**config.mk**
```make
export PLATFORM = sky130hd
export DESIGN_NAME = x86_prefix_opcode_parser_core
export DESIGN_NICKNAME = d
export VERILOG_FILES = /design/src/x86pop_pkg.sv /design/src/x86pop_decode.sv /design/src/x86_prefix_opcode_parser_core.sv
export SDC_FILE = /design/constraint.sdc
export NUM_CORES = 1
export LEC_CHECK = 0
export ABC_AREA = 1
export BUFFER_PORTS_ARGS = -buffer_cell sky130_fd_sc_hd__buf_4
export CORE_MARGIN = 4
export CORE_UTILIZATION = 40
export DETAILED_ROUTE_END_ITERATION = 12
export PLACE_DENSITY = 0.68
export SYNTH_ARGS = -nofsm -noshare
export SYNTH_HDL_FRONTEND = slang
export SYNTH_SLANG_ARGS = --single-unit
```
**constraint.sdc**
```tcl
create_clock -name clk -period 8.4 [get_ports clk]
set_clock_uncertainty 0.2 [all_clocks]
set_input_delay 0.42 -clock clk [delete_from_list [all_inputs] [get_ports clk]]
set_output_delay 0.42 -clock clk [all_outputs]
set_load 0.02 [all_outputs]
```
**src/x86pop_pkg.sv**
```systemverilog
// ============================================================================
// x86pop_pkg
// Types, codes and helper functions shared by the prefix and opcode parser.
// ============================================================================
`default_nettype none

package x86pop_pkg;

    localparam int MAX_LEGACY_PREFIXES = 4;
    localparam int LEGACY_SLOTS        = 4;
    localparam logic [2:0] LEGACY_LIMIT =
        (MAX_LEGACY_PREFIXES > LEGACY_SLOTS) ? 3'(LEGACY_SLOTS) : 3'(MAX_LEGACY_PREFIXES);

    localparam logic [7:0] BYTE_VEX3   = 8'hC4;
    localparam logic [7:0] BYTE_VEX2   = 8'hC5;
    localparam logic [7:0] BYTE_XOP    = 8'h8F;
    localparam logic [7:0] BYTE_ESC    = 8'h0F;
    localparam logic [7:0] BYTE_ESC_38 = 8'h38;
    localparam logic [7:0] BYTE_ESC_3A = 8'h3A;
    localparam logic [7:0] BYTE_REX_LO = 8'h40;
    localparam logic [7:0] BYTE_REX_HI = 8'h4F;
    localparam logic [4:0] MAP_SEL_MASK = 5'b11111;

    localparam logic [7:0] PFX_LOCK  = 8'hF0;
    localparam logic [7:0] PFX_REPNE = 8'hF2;
    localparam logic [7:0] PFX_REP   = 8'hF3;
    localparam logic [7:0] PFX_CS    = 8'h2E;
    localparam logic [7:0] PFX_SS    = 8'h36;
    localparam logic [7:0] PFX_DS    = 8'h3E;
    localparam logic [7:0] PFX_ES    = 8'h26;
    localparam logic [7:0] PFX_FS    = 8'h64;
    localparam logic [7:0] PFX_GS    = 8'h65;
    localparam logic [7:0] PFX_OPSZ  = 8'h66;
    localparam logic [7:0] PFX_ADSZ  = 8'h67;

    localparam int OUT_TDATA_WIDTH = 80;

    typedef enum logic [2:0] {
        STEP_LEG0 = 3'd0,
        STEP_LEG1 = 3'd1,
        STEP_LEG2 = 3'd2,
        STEP_LEG3 = 3'd3,
        STEP_REX  = 3'd4,
        STEP_ESC1 = 3'd5,
        STEP_ESC2 = 3'd6,
        STEP_OPC  = 3'd7
    } step_t;

    typedef enum logic [1:0] {
        EXT_NONE = 2'd0,
        EXT_VEX2 = 2'd1,
        EXT_VEX3 = 2'd2,
        EXT_XOP  = 2'd3
    } ext_kind_t;

    typedef enum logic [2:0] {
        ESC_NONE = 3'd0,
        ESC_0F   = 3'd1,
        ESC_0F0F = 3'd2,
        ESC_0F38 = 3'd3,
        ESC_0F3A = 3'd4
    } escape_t;

    typedef enum logic [3:0] {
        MAP_PRIMARY = 4'd0,
        MAP_0F      = 4'd1,
        MAP_0F38    = 4'd2,
        MAP_0F3A    = 4'd3,
        MAP_VEX1    = 4'd4,
        MAP_VEX2    = 4'd5,
        MAP_VEX3    = 4'd6,
        MAP_XOP8    = 4'd7,
        MAP_XOP9    = 4'd8,
        MAP_XOPA    = 4'd9,
        MAP_NONE    = 4'd10
    } map_t;

    typedef struct packed {
        step_t       step;
        logic [31:0] prefix_bytes;
        logic [2:0]  prefix_tally;
        logic        rex_seen;
        logic [3:0]  rex_wrxb;
        ext_kind_t   ext_kind;
        logic [7:0]  ext_first;
        logic [7:0]  ext_second;
        escape_t     escape;
        logic [3:0]  byte_tally;
    } parse_state_t;

    localparam parse_state_t STATE_RESET = '{
        step:         STEP_LEG0,
        prefix_bytes: 32'd0,
        prefix_tally: 3'd0,
        rex_seen:     1'b0,
        rex_wrxb:     4'd0,
        ext_kind:     EXT_NONE,
        ext_first:    8'd0,
        ext_second:   8'd0,
        escape:       ESC_NONE,
        byte_tally:   4'd0
    };

    typedef struct packed {
        logic [3:0]  bytes_used;
        logic [7:0]  extension_second;
        logic [7:0]  extension_first;
        logic [1:0]  extension_kind;
        logic [3:0]  rex_wrxb;
        logic        rex_seen;
        logic [2:0]  legacy_prefix_count;
        logic [31:0] legacy_prefix_bytes;
        logic [3:0]  opcode_map;
        logic [7:0]  opcode_value;
    } parse_result_t;

    function automatic logic is_legacy(input logic [7:0] b);
        logic hit;
        hit = (b == PFX_LOCK) || (b == PFX_REPNE) || (b == PFX_REP) ||
              (b == PFX_CS)   || (b == PFX_SS)    || (b == PFX_DS)  ||
              (b == PFX_ES)   || (b == PFX_FS)    || (b == PFX_GS)  ||
              (b == PFX_OPSZ) || (b == PFX_ADSZ);
        return hit;
    endfunction

    function automatic map_t select_map(input parse_state_t st);
        logic [4:0] sel;
        map_t       m;
        sel = st.ext_first[4:0] & MAP_SEL_MASK;
        m   = MAP_NONE;
        case (st.ext_kind)
            EXT_VEX2: m = MAP_VEX1;
            EXT_VEX3:
            begin
                if (sel >= 5'd1 && sel <= 5'd3)
                    m = map_t'(4'(sel[3:0] + 4'd3));
            end
            EXT_XOP:
            begin
                if (sel >= 5'd8 && sel <= 5'd10)
                    m = map_t'(4'(sel[3:0] - 4'd1));
            end
            default:
            begin
                case (st.escape)
                    ESC_NONE: m = MAP_PRIMARY;
                    ESC_0F:   m = MAP_0F;
                    ESC_0F38: m = MAP_0F38;
                    ESC_0F3A: m = MAP_0F3A;
                    default:  m = MAP_NONE;
                endcase
            end
        endcase
        return m;
    endfunction

endpackage

`default_nettype wire

```
**src/x86pop_decode.sv**
```systemverilog
// ============================================================================
// x86pop_decode
// Next-state and result logic for one code byte against the parse state.
// ============================================================================
`default_nettype none

module x86pop_decode
    import x86pop_pkg::*;
(
    input  parse_state_t  cur,
    input  logic [7:0]    code_byte,
    output parse_state_t  nxt,
    output logic          emit,
    output parse_result_t result
);

    logic       legacy_hit;
    logic       at_rex;
    logic       at_esc1;
    logic       at_esc2;
    logic       absorbed;
    logic [3:0] tally_inc;

    always_comb
    begin
        nxt        = cur;
        emit       = 1'b0;
        result     = '0;
        absorbed   = 1'b0;
        at_esc1    = 1'b0;
        at_esc2    = 1'b0;
        tally_inc  = 4'(cur.byte_tally + 4'd1);
        legacy_hit = (cur.step < STEP_REX) && (cur.step < LEGACY_LIMIT) &&
                     is_legacy(code_byte);
        at_rex     = (cur.step <= STEP_REX);

        if (legacy_hit)
        begin
            nxt.prefix_bytes[cur.step[1:0]*8 +: 8] = code_byte;
            nxt.prefix_tally = 3'(cur.prefix_tally + 3'd1);
            nxt.byte_tally   = tally_inc;
            nxt.step         = step_t'(3'(cur.step + 3'd1));
        end
        else
        begin
            if (at_rex)
            begin
                absorbed = 1'b1;
                if (code_byte >= BYTE_REX_LO && code_byte <= BYTE_REX_HI)
                begin
                    nxt.rex_seen = 1'b1;
                    nxt.rex_wrxb = code_byte[3:0];
                end
                else if (code_byte == BYTE_VEX2)
                    nxt.ext_kind = EXT_VEX2;
                else if (code_byte == BYTE_VEX3)
                    nxt.ext_kind = EXT_VEX3;
                else if (code_byte == BYTE_XOP)
                    nxt.ext_kind = EXT_XOP;
                else
                    absorbed = 1'b0;
                if (absorbed)
                begin
                    nxt.step       = STEP_ESC1;
                    nxt.byte_tally = tally_inc;
                end
            end

            at_esc1 = !absorbed && (at_rex || cur.step == STEP_ESC1);
            if (at_esc1)
            begin
                absorbed = 1'b1;
                if (cur.ext_kind == EXT_VEX3 || cur.ext_kind == EXT_XOP)
                begin
                    nxt.ext_first = code_byte;
                    nxt.step      = STEP_ESC2;
                end
                else if (cur.ext_kind == EXT_VEX2)
                begin
                    nxt.ext_first = code_byte;
                    nxt.step      = STEP_OPC;
                end
                else if (code_byte == BYTE_ESC)
                begin
                    nxt.escape = ESC_0F;
                    nxt.step   = STEP_ESC2;
                end
                else
                    absorbed = 1'b0;
                if (absorbed)
                    nxt.byte_tally = tally_inc;
            end

            at_esc2 = !absorbed && !at_esc1 && (cur.step == STEP_ESC2);
            if (at_esc2)
            begin
                absorbed = 1'b1;
                if (cur.ext_kind == EXT_VEX3 || cur.ext_kind == EXT_XOP)
                    nxt.ext_second = code_byte;
                else if (cur.escape == ESC_0F && code_byte == BYTE_ESC)
                    nxt.escape = ESC_0F0F;
                else if (cur.escape == ESC_0F && code_byte == BYTE_ESC_38)
                    nxt.escape = ESC_0F38;
                else if (cur.escape == ESC_0F && code_byte == BYTE_ESC_3A)
                    nxt.escape = ESC_0F3A;
                else
                    absorbed = 1'b0;
                if (absorbed)
                begin
                    nxt.step       = STEP_OPC;
                    nxt.byte_tally = tally_inc;
                end
            end

            if (!absorbed)
            begin
                emit                       = 1'b1;
                result.opcode_value        = code_byte;
                result.opcode_map          = select_map(cur);
                result.legacy_prefix_bytes = cur.prefix_bytes;
                result.legacy_prefix_count = cur.prefix_tally;
                result.rex_seen            = cur.rex_seen;
                result.rex_wrxb            = cur.rex_wrxb;
                result.extension_kind      = cur.ext_kind;
                result.extension_first     = cur.ext_first;
                result.extension_second    = cur.ext_second;
                result.bytes_used          = tally_inc;
                nxt                        = STATE_RESET;
            end
        end
    end

endmodule

`default_nettype wire

```
**src/x86_prefix_opcode_parser_core.sv**
```systemverilog
// ============================================================================
// x86_prefix_opcode_parser_core
// Byte-serial x86-64 legacy prefix, REX/VEX/XOP, escape and opcode parser.
// ============================================================================
// Code bytes enter one word per cycle through an input register. Each byte
// is resolved combinationally against the parse state, and the parse state
// is updated at the edge that consumes it, so a byte can be accepted on every clock while
// the output side is ready. Prefix, payload and escape bytes produce no output
// word. The opcode byte produces one output word, which is written to the output
// register when the byte leaves the input register. While an output word waits,
// the input register holds its byte and the input side stalls.
`default_nettype none

module x86_prefix_opcode_parser_core
    import x86pop_pkg::*;
(
    input  wire logic                       clk,
    input  wire logic                       rst_n,
    input  wire logic                       s_axis_tvalid,
    output logic                            s_axis_tready,
    // code_byte [7:0]
    input  wire logic [7:0]                 s_axis_tdata,
    output logic                            m_axis_tvalid,
    input  wire logic                       m_axis_tready,
    // opcode_value [7:0], opcode_map [11:8], legacy_prefix_bytes [43:12],
    // legacy_prefix_count [46:44], rex_seen [47], rex_wrxb [51:48],
    // extension_kind [53:52], extension_first [61:54],
    // extension_second [69:62], bytes_used [73:70], zero padding [79:74]
    output logic [OUT_TDATA_WIDTH-1:0]      m_axis_tdata
);

    logic          in_valid_reg;
    logic          in_valid_next;
    logic [7:0]    in_byte_reg;
    logic          out_valid_reg;
    logic          out_valid_next;
    parse_result_t out_data_reg;
    parse_state_t  state_reg;
    parse_state_t  state_next;
    parse_result_t result;
    logic          emit;
    logic          advance;
    logic          in_accept;

    x86pop_decode u_decode (
        .cur       (state_reg),
        .code_byte (in_byte_reg),
        .nxt       (state_next),
        .emit      (emit),
        .result    (result)
    );

    assign advance       = in_valid_reg && (!out_valid_reg || m_axis_tready);
    assign s_axis_tready = !in_valid_reg || advance;
    assign in_accept     = s_axis_tvalid && s_axis_tready;

    always_comb
    begin
        in_valid_next = in_valid_reg;
        if (in_accept)
            in_valid_next = 1'b1;
        else if (advance)
            in_valid_next = 1'b0;

        out_valid_next = out_valid_reg;
        if (advance && emit)
            out_valid_next = 1'b1;
        else if (m_axis_tready)
            out_valid_next = 1'b0;
    end

    always_ff @(posedge clk or negedge rst_n)
    begin
        if (!rst_n)
        begin
            in_valid_reg  <= 1'b0;
            out_valid_reg <= 1'b0;
            state_reg     <= STATE_RESET;
        end
        else
        begin
            in_valid_reg  <= in_valid_next;
            out_valid_reg <= out_valid_next;
            if (advance)
                state_reg <= state_next;
        end
    end

    always_ff @(posedge clk)
    begin
        if (in_accept)
            in_byte_reg <= s_axis_tdata;
        if (advance && emit)
            out_data_reg <= result;
    end

    assign m_axis_tvalid = out_valid_reg;
    assign m_axis_tdata  = {{(OUT_TDATA_WIDTH - $bits(parse_result_t)){1'b0}}, out_data_reg};

endmodule

`default_nettype wire

```
**Yosys cells after proc, flatten, opt, wreduce, memory -nomap -nowiden**

Index checks and enable logic that the tools add are counted.
W data, S select, Z words.

- $add $sub $neg: 6
- $lt $le $gt $ge: 8
- Equality and inequality tests: 34
- Shift operators: 2
- Mux-type cells: 68
- Bitwise gates (word level): 1
- Reduce and logical (&&, ||, !) cells: 42

Operator list:

| cell | number |
|---|---|
| $mux W68 | 1 |
| $eq A8 B6 Y1 const B | 6 |
| $eq A8 B8 Y1 const B | 6 |
| $mux W3 | 15 |
| $mux W38 | 1 |
| $neg A5 Y34 | 1 |
| $shift A8 B34 Y32 const A | 1 |
| $shiftx A8 B34 Y32 | 1 |
| $bwmux W32 | 1 |
| $eq A8 B7 Y1 const B | 4 |
| $mux W8 | 4 |
| $mux W1 | 29 |
| $mux W4 | 7 |
| $pmux W4 S4 | 1 |
| $mux W15 | 1 |
| $logic_or A1 B1 Y1 | 14 |
| $mux W7 | 2 |
| $logic_and A1 B1 Y1 | 13 |
| $ne A2 B1 Y1 const B | 6 |
| $pmux W4 S3 | 1 |
| $reduce_and A4 Y1 | 3 |
| $eq A3 B3 Y1 const B | 3 |
| $eq A8 B4 Y1 const B | 1 |
| $ge A8 B7 Y1 const B | 1 |
| 27 further kinds | 38 |

- Register bits after elaboration: 152
- Input bits: 12
- Output and inout port bits: 82
- Logic and storage cells: 184

**Longest topological paths before layout**

Gate-level depths: netlist of run 1.

- Depth in word-level cells: 32
- Gate-level depth with buffers: 16
- Depth with buffers taken out: 15

**Cells and area by module**

A second synthesis of run 1 with hierarchy kept.

- Cell total of the unflattened synthesis: 925
- Area, all modules: 7912.6 um2

Modules (own cells, without submodules):

| module | instances | cells an instance | area an instance (um2) | sequential area each (um2) |
|---|---|---|---|---|
| x86_prefix_opcode_parser_core | 1 | 396 | 5291.3 | 4214.0 |
| x86pop_decode | 1 | 529 | 2621.3 | 0.0 |

**Least setup slack after synthesis of run 1**

No wires, ideal clock.

- Path kind: register to register
- Start: register state_reg[65] in the netlist's numbering
- End: register out_data_reg, in the netlist m_axis_tdata[0], enable pin
- Library setup time: 0.428 ns
- Arrival: 3.120 ns
- Data required time: 7.772 ns
- Path slack: 4.652 ns
- Cell stages (with the launch flop): 13
- Buffers on the path: 0
- Clock period less this slack: 3.748 ns
- Path through: dfrtp_1 inv_1 ha_1 nor2_4 inv_2 nor2_4 inv_2 nor2_2 inv_2 nor2_8 nor2_8 nand2_4 inv_1

- Longest elaborated chain between the ends: 15
- Elaborated cells between the ends (all ways): 21
- Classes of those cells: order compare: 2; eq/ne: 2; mux: 8; reduce/logical: 9

Ends and longest elaborated chain:

| what | line | RTL |
|---|---|---|
| start: declaration | x86_prefix_opcode_parser_core.sv:38 | `parse_state_t state_reg;` |
| start signal: assignment | x86_prefix_opcode_parser_core.sv:85 | `state_reg <= state_next;` |
| $le A3 B3 Y1 | x86pop_decode.sv:35 | `at_rex = (cur.step <= STEP_REX);` |
| $mux W1 | x86pop_decode.sv:46 | `if (at_rex)` |
| $mux W1 | x86pop_decode.sv:37 | `if (legacy_hit)` |
| $logic_not A1 Y1 | x86pop_decode.sv:69 | `at_esc1 = !absorbed && (at_rex \|\| cur.step == STEP_ESC1);` |
| $logic_and A1 B1 Y1 | x86pop_decode.sv:69 |  |
| $mux W1 | x86pop_decode.sv:70 | `if (at_esc1)` |
| $mux W1 | x86pop_decode.sv:37 |  |
| $logic_not A1 Y1 | x86pop_decode.sv:94 | `at_esc2 = !absorbed && !at_esc1 && (cur.step == STEP_ESC2);` |
| $logic_and A1 B1 Y1 (2 in series) | x86pop_decode.sv:94 |  |
| $mux W1 | x86pop_decode.sv:95 | `if (at_esc2)` |
| $mux W1 | x86pop_decode.sv:37 |  |
| $mux W1 | x86pop_decode.sv:115 | `if (!absorbed)` |
| $mux W1 (*) | x86pop_decode.sv:37 |  |
| $logic_and A1 B1 Y1 (*) | x86_prefix_opcode_parser_core.sv:93 | `if (advance && emit)` |
| end signal: assignment | x86_prefix_opcode_parser_core.sv:94 | `out_data_reg <= result;` |
| end: declaration | x86_prefix_opcode_parser_core.sv:37 | `parse_result_t out_data_reg;` |

Every way passes the cells marked *; elsewhere a longest branch is shown, timed or not. The select of a mux whose other input is x is not followed.
A chain may end at the register's enable or synchronous reset.

**Final worst setup path of run 1**

- Start: register state_reg[65] in the netlist's numbering
- End: register out_data_reg, in the netlist m_axis_tdata[4], data pin

- Longest elaborated chain between the ends: 13
- Elaborated cells between the ends (all ways): 19
- Classes of those cells: order compare: 2; eq/ne: 2; mux: 6; reduce/logical: 9

Ends and longest elaborated chain:

| what | line |
|---|---|
| $le A3 B3 Y1 | x86pop_decode.sv:35 |
| $mux W1 | x86pop_decode.sv:46 |
| $mux W1 | x86pop_decode.sv:37 |
| $logic_not A1 Y1 | x86pop_decode.sv:69 |
| $logic_and A1 B1 Y1 | x86pop_decode.sv:69 |
| $mux W1 | x86pop_decode.sv:70 |
| $mux W1 | x86pop_decode.sv:37 |
| $logic_not A1 Y1 | x86pop_decode.sv:94 |
| $logic_and A1 B1 Y1 (2 in series) | x86pop_decode.sv:94 |
| $mux W1 | x86pop_decode.sv:95 |
| $mux W1 | x86pop_decode.sv:37 |
| $reduce_or A2 Y1 (no source line) (*) | n/a |

Marked as above.

==> results by group, run 1 <==
Setup path
  • CP max-delay cell: dfrtp_1
  • Worst-path maximum fanout: 52
  • Startpoint types: flop
  • Kind of critical path: flop to flop
  • Worst Path Required: between 8 and 9 ns
  • Crit-path cells: inv_1 > ha_1 > nor2_4 > inv_2 > nor2_4 > inv_2 > nor2_2 > inv_2 > nor2_8 > nor2_8 > nand2_2 > buf_4 > nor2_1
  • Worst path top cell family by delay: simple AND/OR/NAND/NOR gates
  • Slowest stage delay, CP: 0.63 ns
  • Worst path bufs/invs: 5
  • Worst Path Arrival: 3.57 ns
  • Most used cell, CP: inv_2
  • R2R Path Start: state_reg[65]
  • CP Launch Point: state_reg[65]
  • Crit end category: flop

Drt
  • Initial DRC count: roughly 450
  • Number of remaining DRC errors: 0
  • Vias post-DR: 5113
  • Drt pass-1 iters: 4
  • Post-DR wirelength/cell: between 10 and 15 um
  • Antenna-violating nets left: 0
  • Routed wire length: 15.0 mm
  • Via/cell ratio: 4.76

Synth
  • Share of the synthesized area in the top cell type: 34.7%
  • Count of different cell masters after synthesis: 43
  • Cell taking the most area after synthesis: edfxtp_1
  • Register area share after synthesis: 59.3%
  • Synth area leaders: edfxtp_1 (35%), dfrtp_1 (25%), nand2_1 (7.5%)
  • Post-Syn Area per Cell: 9.61 um^2
  • Mapped Area: about 7000 um^2
  • Synthesized flop and latch total: around 150
  • Post-Synthesis Cells: 739
  • Yosys warnings: 0

STA
  • Final Worst Setup Slack: 4.79 ns
  • Slew @ Worst Pin: 0.958 ns
  • Final Max Tran Viols: 0
  • Post-layout min period: 3.61 ns
  • Max transition margin: a little over a third
  • Tcrit/Tclk final: 43.0%
  • Fin Setup TNS: 0 ns
  • Final Hold Vio Count: 0
  • FMAX: between 0.2 and 0.3 GHz
  • Final setup viols: 0
  • RSZ-0062 raised after global routing: false

Final layout
  • Share of layout cells above drive strength 1: between 20 and 25%
  • Diodes inserted: 0
  • Number of flip-flops in the largest register: 74
  • Final nets: 860
  • Area delta synth->final: 20.6%
  • Post-route insts no fill: between 1000 and 1500

Power and ir drop
  • Sw Share: 39.4%
  • Internal: 1.83 mW
  • P_leak: 3.78 nW
  • VDD IR max: 0.208 mV
  • Comb power frac: roughly 38%
  • Clock group share of total power: 25.2%
  • Power density cells: roughly 350 nW/um^2
  • NetSw: between 1 and 1.5 mW
  • Seq pwr share: 37.0%

CTS
  • CTS Buffer Depth: 2
  • TritonCTS clock tree: done
  • Worst skew pair latency: 0.42 ns
  • Clock sinks: between 150 and 200
  • H-tree levels: 4
  • Num CTS Buffers: 17
  • Postcts setup bufs: 0
  • Clock root cell: clkbuf_16
  • Post-CTS Resized: 0
  • Hold-fix buffers, CTS: 9
  • Clock transition at path regs: 0.06 ns

Global routing
  • GRT met2 Usage: a little under a quarter
  • Total Routing Usage GR: 15.9%
  • Grt ovf: 0
  • Global-route wire length before repair: 25.1 mm
  • Met1 usage: a little under a quarter
  • Met3 track demand over resource: 3.67%
  • Largest net degree at the start of global routing: 75
  • Vias in the first global route: ~5000
  • Initial antenna violation count: 0
  • Most used routing layer in global routing: met2

Run
  • Max Cap Viol: 0

Die
  • Starting density of the core: 40.9%
  • Die Y: between 100 and 150 um
  • Die area: 20000 um^2
  • DIE WIDTH: 141 um
  • Core box area: 17400 um^2
  • IO Pins: 94
  • Rows: 48

Placed design
  • Dpl cells: 1033
  • Placement Setup Slack: 4.80 ns
  • Gpl congestion: 0.952
  • Buffers on Ports: 87
  • DP Wirelength: 10.4 mm

Hold path
  • Worst min path class: input pin to flop
  • Hold path start: s_axis_tvalid

Outcome
  • Status: finished, final reports clean
## final cells by class
type	count	area, um^2
fillers	1629	8790
flip-flops and latches	152	4210
multi-input cells	462	2330
repair buffers	98	758
clock buffers	19	433
inverters	105	397
well taps	225	282
clock inverters	13	155
## tightest hold or removal path, delay by kind of cell
family                 cells  cell delay, ns
AND/OR/NAND/NOR            2            0.12
buffers and inverters      1            0.08
## synthesized netlist by cell type
cell        n
nand2_8     1
nand2_1   142
inv_4       1
a21oi_1     5
buf_6       7
o21ai_2     1
o21ai_1     8
clkinv_1    1
buf_4       9
nor2_2      5
nand4_1     4
nand2_2    12
o21bai_1    1
o211ai_1    1
o22ai_1     6
nand4_4     1
nand3b_1    1
xnor2_1     3
buf_1       1
o21ai_4     2
nor4_1      2
o221ai_1    1
nand3_2     3
nor2_4      4
buf_2       4
inv_2      14
dfrtp_1    70
ha_1       12
a31oi_1     5
nor2_8      4
nand2_4     5
nor3_1     13
a21o_1      1
nor2_1    133
inv_1      89
a211oi_4    1
nand3_1    47
clkbuf_1    4
o21ai_0    30
or2_1       1
xor2_1      1
edfxtp_1   82
conb_1      1
## layout by cell type, fill, tap and decap left out, drive strengths merged, types with 9 or more instances in the layout
cell and instances:
inv 105, ha 12, dfrtp 70, nor2 146, nor3 13, clkbuf 19, buf 89, dlygate4sd3 9
nand2 160, edfxtp 82, o21ai 41, nand3 50
## power by group through the flow
| stage | Sequential [mW] | Combinational, mW | Clock, mW |
|---|---|---|---|
| global route | 1.14 | 1.26 | 0.808 |
| CTS | 1.12 | 1.15 | 0.774 |
| detailed placement | 1.13 | 1.15 | 0 |
| finish | 1.11 | 1.14 | 0.759 |
| global placement | 1.13 | 1.13 | 0 |
| floorplan | 1.27 | 0.688 | 0 |
## per-layer routing
| layer | vias up | wire [um] |
|---|---|---|
| li1 | 2546 | - |
| met1 | 2392 | 7100 |
| met2 | 155 | 6780 |
| met3 | 20 | 844 |
| met4 | 0 | 250 |
| met5 | - | 0 |
## metrics by stage
step	util, %	instance area, um^2	hold slack [ns]	total power [mW]
finish	49.4	8570	0.0283	3.01
global route	49.4	8570	0.0308	3.21
CTS	49.4	8570	0.00602	3.05
detailed placement	45.4	7890	0.259	2.27
global placement	45.4	7890	0.255	2.26
floorplan	-	7120	-0.0756	1.95
## worst paths after layout
kind,end,slack [ns],cells after the start
max in group asynchronous,state_reg[55],6.93,2
min reg2reg,state_reg[45],0.27,2
max reg2reg,m_axis_tdata[4],4.79,13
max,m_axis_tdata[4],4.79,13
min,in_valid_reg,0.03,3
min in group asynchronous,state_reg[18],0.46,2
## logic make-up after synthesis
kind of cell | share of synthesized area [%]
adder cells (fa/ha/maj) | 2.11
AND/OR/NAND/NOR | 24.5
flip-flops | 59.3
AO/OA/AOI/OAI | 5.30
other | 0.0528
XOR/XNOR | 0.493
buffers and inverters | 8.19
Note: power is estimated with default switching activity, not from simulation.
==> inputs of run 2 (changes only) <==
PLACE_DENSITY = 0.7   (was 0.68)
clock period = 3 ns   (was 8.4 ns; I/O delays follow)
==> run 2 against run 1 <==
Effect of this change: worst hold slack better by 0.17 ns; power rose to 2.9 times the previous value; fmax up 37%; non-clock buffer count up 12; combinational power rose to 3.0 times the previous value; design area up 2.1%; die area unchanged; clock-buffer cell count down 1; sequential share of layout area down 1.0 points; register-to-register slack worse by 4.4 ns; sequential cell count unchanged; critical path type unchanged; largest cell class unchanged.
==> results by group, run 2 (same netlist as run 1, synthesis figures left out) <==
STA
  • Max transition margin: 38.1% (was 36.1%)
  • Final setup viols: 0 (unchanged)
  • Fin Setup TNS: 0 ns (unchanged)
  • Final Hold Vio Count: 0 (unchanged)
  • Tcrit/Tclk final: 88.1% (was 43.0%)
  • Post-layout min period: 2.64 ns (was 3.61 ns)
  • RSZ-0062 raised after global routing: false (unchanged)
  • FMAX: 0.378 GHz (was 0.277 GHz)
  • Slew @ Worst Pin: 0.928 ns (was 0.958 ns)
  • Final Max Tran Viols: 0 (unchanged)

CTS
  • Worst skew pair latency: 0.43 ns (was 0.42 ns)
  • Postcts setup bufs: 0 (unchanged)
  • Clock sinks: 152 (unchanged)
  • H-tree levels: 4 (unchanged)
  • Clock transition at path regs: 0.06 ns (about the same)
  • Num CTS Buffers: 17 (unchanged)
  • TritonCTS clock tree: done (unchanged)
  • CTS Buffer Depth: 2 (unchanged)
  • Clock root cell: clkbuf_16 (unchanged)

Drt
  • Post-DR wirelength/cell: 13.9 um (about the same)
  • Vias post-DR: 5130 (was 5113)
  • Antenna-violating nets left: 0 (unchanged)
  • Drt pass-1 iters: 5 (was 4)
  • Routed wire length: 15.1 mm (was 15.0 mm)
  • Initial DRC count: 452 (was 446)
  • Via/cell ratio: 4.72 (was 4.76)
  • Number of remaining DRC errors: 0 (unchanged)

Die
  • DIE WIDTH: 141 um (unchanged)
  • Starting density of the core: 40.9% (unchanged)
  • IO Pins: 94 (unchanged)
  • Core box area: 17400 um^2 (unchanged)
  • Die Y: 141 um (unchanged)
  • Rows: 48 (unchanged)
  • Die area: 20000 um^2 (unchanged)

Final layout
  • Diodes inserted: 0 (unchanged)
  • Commonest non-fill, non-tap cell in the layout: nand2_1 (unchanged)
  • Most frequent cells in the layout: nand2_1 (142), nor2_1 (133), buf_4 (94) (was nand2_1 (142), nor2_1 (133), buf_4 (89))
  • Core Util, Final: 50.4% (was 49.4%)
  • Number of flip-flops in the largest register: 74 (unchanged)
  • Layout fillers: 1573 (was 1629)
  • Post-route insts no fill: 1086 (was 1074)
  • Area delta synth->final: 23.1% (was 20.6%)
  • Final nets: 872 (was 860)
  • Share of layout cells above drive strength 1: 21.5% (was 20.3%)

Placed design
  • Buffers on Ports: 87 (unchanged)
  • Gpl congestion: 0.913 (was 0.952)
  • DP Wirelength: 10.6 mm (was 10.4 mm)
  • Dpl cells: 1041 (was 1033)

Setup path
  • Worst Path Required: 3.12 ns (was 8.35 ns)
  • Kind of critical path: flop to flop (unchanged)
  • Worst Path Arrival: 2.76 ns (was 3.57 ns)
  • Worst-path maximum fanout: 28 (was 52)
  • R2R Path Start: in_byte_reg[6] (was state_reg[65])
  • Startpoint types: flop (unchanged)
  • Reg2reg end: state_reg[38] (was m_axis_tdata[4])
  • Crit end category: flop (unchanged)
  • Reg2reg setup slack: 0.36 ns (was 4.79 ns)
  • Worst reg2reg path depth: 12 (was 13)

Power and ir drop
  • VDD IR max: 0.562 mV (was 0.208 mV)
  • P_leak: 3.86 nW (was 3.78 nW)
  • Overall Power: 8.68 mW (was 3.01 mW)
  • Power density cells: 992 nW/um^2 (was 352 nW/um^2)

Hold path
  • Worst min path class: input pin to asynchronous set/reset pin (was input pin to flop)

Global routing
  • Initial antenna violation count: 0 (unchanged)
  • Vias in the first global route: 5011 (was 4900)
  • Largest net degree at the start of global routing: 71 (was 75)
  • Global-route wire length before repair: 25.3 mm (was 25.1 mm)
  • Grt ovf: 0 (unchanged)
  • Total Routing Usage GR: 16.0% (was 15.9%)

Outcome
  • Status: finished, final reports clean (unchanged)

Run
  • Max Cap Viol: 0 (unchanged)
## run 2: cell types whose count changed in the layout (fill, tap and decap cells not counted), sizes merged
cell,previous run,this run
buf,89,97
dlygate4sd3,9,13
clkbuf,19,18
clkinv,6,7
## run 2: timing repair
item,4_1_cts,5_1_grt
resized for setup,0,0
hold buffers,13,0
hold endpoints to repair,80,0
## run 2: worst max path at each step
stage,slack (ns),depth (start not counted),startpoint,to
floorplan,-0.26,12,state_reg[65],m_axis_tdata[0]
global placement,0.41,12,in_byte_reg[6],state_reg[40]
detailed placement,0.38,12,in_byte_reg[6],state_reg[38]
CTS,0.36,12,in_byte_reg[6],state_reg[38]
global route,0.16,13,state_reg[65],state_reg[33]
finish,0.36,12,in_byte_reg[6],state_reg[38]
## run 2: metrics by stage
step	worst slack [ns]	hold WS (ns)	instance area, um^2
detailed placement	0.376	0.130	8000
global placement	0.413	0.130	8000
finish	0.356	0.202	8740
floorplan	-0.264	-0.346	7140
CTS	0.356	0.229	8740
global route	0.157	0.250	8740
## run 2: power breakdown
group / leakage (nW) / internal, mW / switching (mW)
sequential: 1.74 / 2.86 / 0.219
combinational: 1.82 / 1.09 / 2.32
clock: 0.291 / 1.33 / 0.863
## run 2: per-layer routing
metal  wire length [um]  global-route usage [%]
met5                  0                       0
met4                283                    6.78
met3                762                    3.10
met2               7010                    24.8
met1               7050                    22.2
## run 2: area by class of cell
class,instances,area (um^2),area share [%]
sequential,152,4210,48.2
multi-input combinational,462,2340,26.8
timing repair buffer,110,896,10.2
tap,225,282,3.22
clock inverter,14,174,1.99
inverter,105,400,4.58
clock buffer,18,439,5.02
## run 2: worst max-delay path, stage by stage (launching register included)
cell      delay (ns)
edfxtp_1        0.47
inv_2           0.22
nand2_1         0.12
nor2_2          0.14
a31oi_1         0.07
o21ai_2         0.20
nand2_4         0.09
inv_2           0.22
nor2_8          0.08
nor2_8          0.34
nand2_2         0.20
nand2_1         0.12
nand2_1         0.06
==> inputs of run 3 (changes only) <==
CORE_MARGIN = 3   (was 4)
PLACE_DENSITY = 0.68   (was 0.7)
RECOVER_POWER = 25   (was unset)
clock period = 3.3 ns   (was 3 ns; I/O delays follow)
==> run 3 against run 2 <==
Effect of this change: the run now ends with capacitance limit, slew limit left; global-route usage grew 0.51 points; power shrank 13%; sequential share of layout area grew 1.6 points; worst hold slack gained 0.068 ns; clock-buffer cell count is the same; combinational power shrank 15%; die area shrank 2.8%; sequential cell count is the same; register-to-register slack gained 0.18 ns; final cell count shrank 0.18%; setup slack gained 0.18 ns; non-clock buffer count shrank 2; largest cell class unchanged.
==> results by group, run 3 (same netlist as run 1, synthesis figures left out) <==
Global routing
  • Grt ovf: 0 (unchanged)
  • Initial antenna violation count: 0 (unchanged)
  • Total Routing Usage GR: 16.6% (was 16.0%)
  • Largest net degree at the start of global routing: 71 (unchanged)
  • Vias in the first global route: 5070 (was 5011)
  • Global-route wire length before repair: 25.8 mm (was 25.3 mm)

Final layout
  • Share of layout cells above drive strength 1: 14.9% (was 21.5%)
  • Post-route insts no fill: 1084 (was 1086)
  • Number of flip-flops in the largest register: 74 (unchanged)
  • Most frequent cells in the layout: nand2_1 (142), nor2_1 (133), inv_1 (87) (was nand2_1 (142), nor2_1 (133), buf_4 (94))
  • Diodes inserted: 0 (unchanged)
  • Area delta synth->final: 19.2% (was 23.1%)
  • Final Cell Area: 8470 um^2 (was 8740 um^2)
  • Final nets: 870 (was 872)
  • Commonest non-fill, non-tap cell in the layout: nand2_1 (unchanged)
  • Core Util, Final: 48.8% (was 50.4%)

Power and ir drop
  • Overall Power: 7.59 mW (was 8.68 mW)
  • Seq pwr share: 36.8% (was 35.5%)
  • Power density cells: 896 nW/um^2 (was 992 nW/um^2)
  • Internal: 4.49 mW (was 5.28 mW)
  • Sw Share: 40.8% (was 39.2%)
  • VDD IR max: 0.483 mV (was 0.562 mV)
  • Comb power frac: 38.2% (was 39.2%)
  • NetSw: 3.10 mW (was 3.40 mW)
  • P_leak: 3.62 nW (was 3.86 nW)
  • Clock group share of total power: 25.1% (was 25.3%)

Placed design
  • Buffers on Ports: 87 (unchanged)
  • Dpl cells: 1039 (was 1041)
  • Gpl congestion: 0.937 (was 0.913)
  • DP Area: 7960 um^2 (was 8000 um^2)
  • DP Wirelength: 10.7 mm (was 10.6 mm)
  • Placement Setup Slack: 0.531 ns (was 0.376 ns)

STA
  • Final setup viols: 0 (unchanged)
  • FMAX: 0.362 GHz (was 0.378 GHz)
  • Final Max Tran Viols: 71 (was 0)
  • Slew @ Worst Pin: 1.78 ns (was 0.928 ns)
  • Max transition margin: -18.6% (was 38.1%)
  • Final Worst Setup Slack: 0.537 ns (was 0.356 ns)
  • Final hold slack: 0.270 ns (was 0.202 ns)
  • RSZ-0062 raised after global routing: false (unchanged)
  • Tcrit/Tclk final: 83.7% (was 88.1%)
  • Post-layout min period: 2.76 ns (was 2.64 ns)
  • Fin Setup TNS: 0 ns (unchanged)
  • Final Hold Vio Count: 0 (unchanged)

Setup path
  • Kind of critical path: flop to flop (unchanged)
  • CP max-delay cell: buf_4 (was edfxtp_1)
  • Worst Path Arrival: 2.63 ns (was 2.76 ns)
  • Crit-path cells: inv_1 > ha_4 > nor2_4 > inv_2 > nor2_4 > o21ai_4 > nor2_8 > nand2_4 > clkinvlp_4 > buf_4 (was inv_2 > nand2_1 > nor2_2 > a31oi_1 > o21ai_2 > nand2_4 > inv_2 > nor2_8 > nor2_8 > nand2_2 > nand2_1 > nand2_1)
  • Most used cell, CP: nor2_4 (was nand2_1)
  • Startpoint types: flop (unchanged)
  • Slowest stage delay, CP: 0.46 ns (was 0.47 ns)
  • Worst Path Required: 3.17 ns (was 3.12 ns)
  • Worst-path maximum fanout: 47 (was 28)
  • Crit end category: flop (unchanged)
  • Worst path bufs/invs: 4 (was 2)
  • Worst path top cell family by delay: buffers and inverters (was simple AND/OR/NAND/NOR gates)

Hold path
  • Worst min path class: input pin to flop (was input pin to asynchronous set/reset pin)

CTS
  • CTS Buffer Depth: 2 (unchanged)
  • Clock transition at path regs: 0.06 ns (about the same)
  • Worst skew pair latency: 0.43 ns (about the same)
  • Num CTS Buffers: 17 (unchanged)
  • Post-CTS Resized: 0 (unchanged)
  • Clock root cell: clkbuf_16 (unchanged)
  • TritonCTS clock tree: done (unchanged)
  • H-tree levels: 4 (unchanged)
  • Clock sinks: 152 (unchanged)

Run
  • Max Cap Viol: 1 (was 0)

Drt
  • Initial DRC count: 279 (was 452)
  • Post-DR wirelength/cell: 14.2 um (was 13.9 um)
  • Via/cell ratio: 4.84 (was 4.72)
  • Drt pass-1 iters: 6 (was 5)
  • Vias post-DR: 5247 (was 5130)
  • Antenna-violating nets left: 0 (unchanged)
  • Number of remaining DRC errors: 0 (unchanged)
  • Routed wire length: 15.4 mm (was 15.1 mm)

Die
  • Die area: 19400 um^2 (was 20000 um^2)
  • Rows: 48 (unchanged)
  • Core box area: 17400 um^2 (unchanged)
  • DIE WIDTH: 139 um (was 141 um)
  • IO Pins: 94 (unchanged)
  • Die Y: 139 um (was 141 um)
  • Starting density of the core: 40.9% (unchanged)

Outcome
  • Failing checks: capacitance limit, slew limit
  • Status: finished, violations left (was finished, final reports clean)
[run 3: routing by layer]
layer	GRT usage, %	wire length [um]
met1	23.0	7450
met2	25.4	7020
met3	3.61	714
met4	6.64	254
met5	0	0
[run 3: repair_timing]
| item | in CTS | in global routing |
|---|---|---|
| hold buffers | 13 | 0 |
| setup buffers | 0 | 0 |
| endpoints found under the setup margin | 0 | 0 |
| endpoints found under the hold margin | 80 | 0 |
[run 3: final cells by class]
type,instances,area (um^2)
inverters,105,400
flip-flops and latches,152,4210
fillers,1639,8890
well taps,225,282
multi-input cells,462,2340
clock inverters,14,149
clock buffers,18,429
repair buffers,108,654
[run 3: path summary, 6_finish.rpt]
| path | startpoint | to | slack (ns) | cells past startpoint |
|---|---|---|---|---|
| max in group asynchronous | rst_n | state_reg[41] | 1.28 | 2 |
| max | state_reg[66] | m_axis_tdata[33] | 0.54 | 10 |
| min reg2reg | state_reg[29] | state_reg[29] | 0.27 | 2 |
| min in group asynchronous | rst_n | state_reg[16] | 0.53 | 2 |
| min | s_axis_tdata[2] | in_byte_reg[2] | 0.27 | 2 |
| max reg2reg | state_reg[66] | m_axis_tdata[33] | 0.54 | 10 |
[run 3: power by group through the flow]
| stage | Sequential (mW) | Combinational (mW) | Clock [mW] |
|---|---|---|---|
| after floorplan | 3.21 | 1.77 | 0 |
| final | 2.79 | 2.90 | 1.90 |
| after global placement | 2.83 | 3.03 | 0 |
| after detailed placement | 2.83 | 3.07 | 0 |
| after global routing | 2.84 | 3.19 | 2.04 |
| after CTS | 2.80 | 3.10 | 1.95 |
[run 3: worst reg2reg max path: cells and delay by family, from the launching register on]
| kind | cells | cell delay, ns |
|---|---|---|
| flip-flops | 1 | 0.42 |
| AND/OR/NAND/NOR | 4 | 0.67 |
| AO/OA/AOI/OAI | 1 | 0.11 |
| adder cells (fa/ha/maj) | 1 | 0.21 |
| buffers and inverters | 4 | 0.75 |
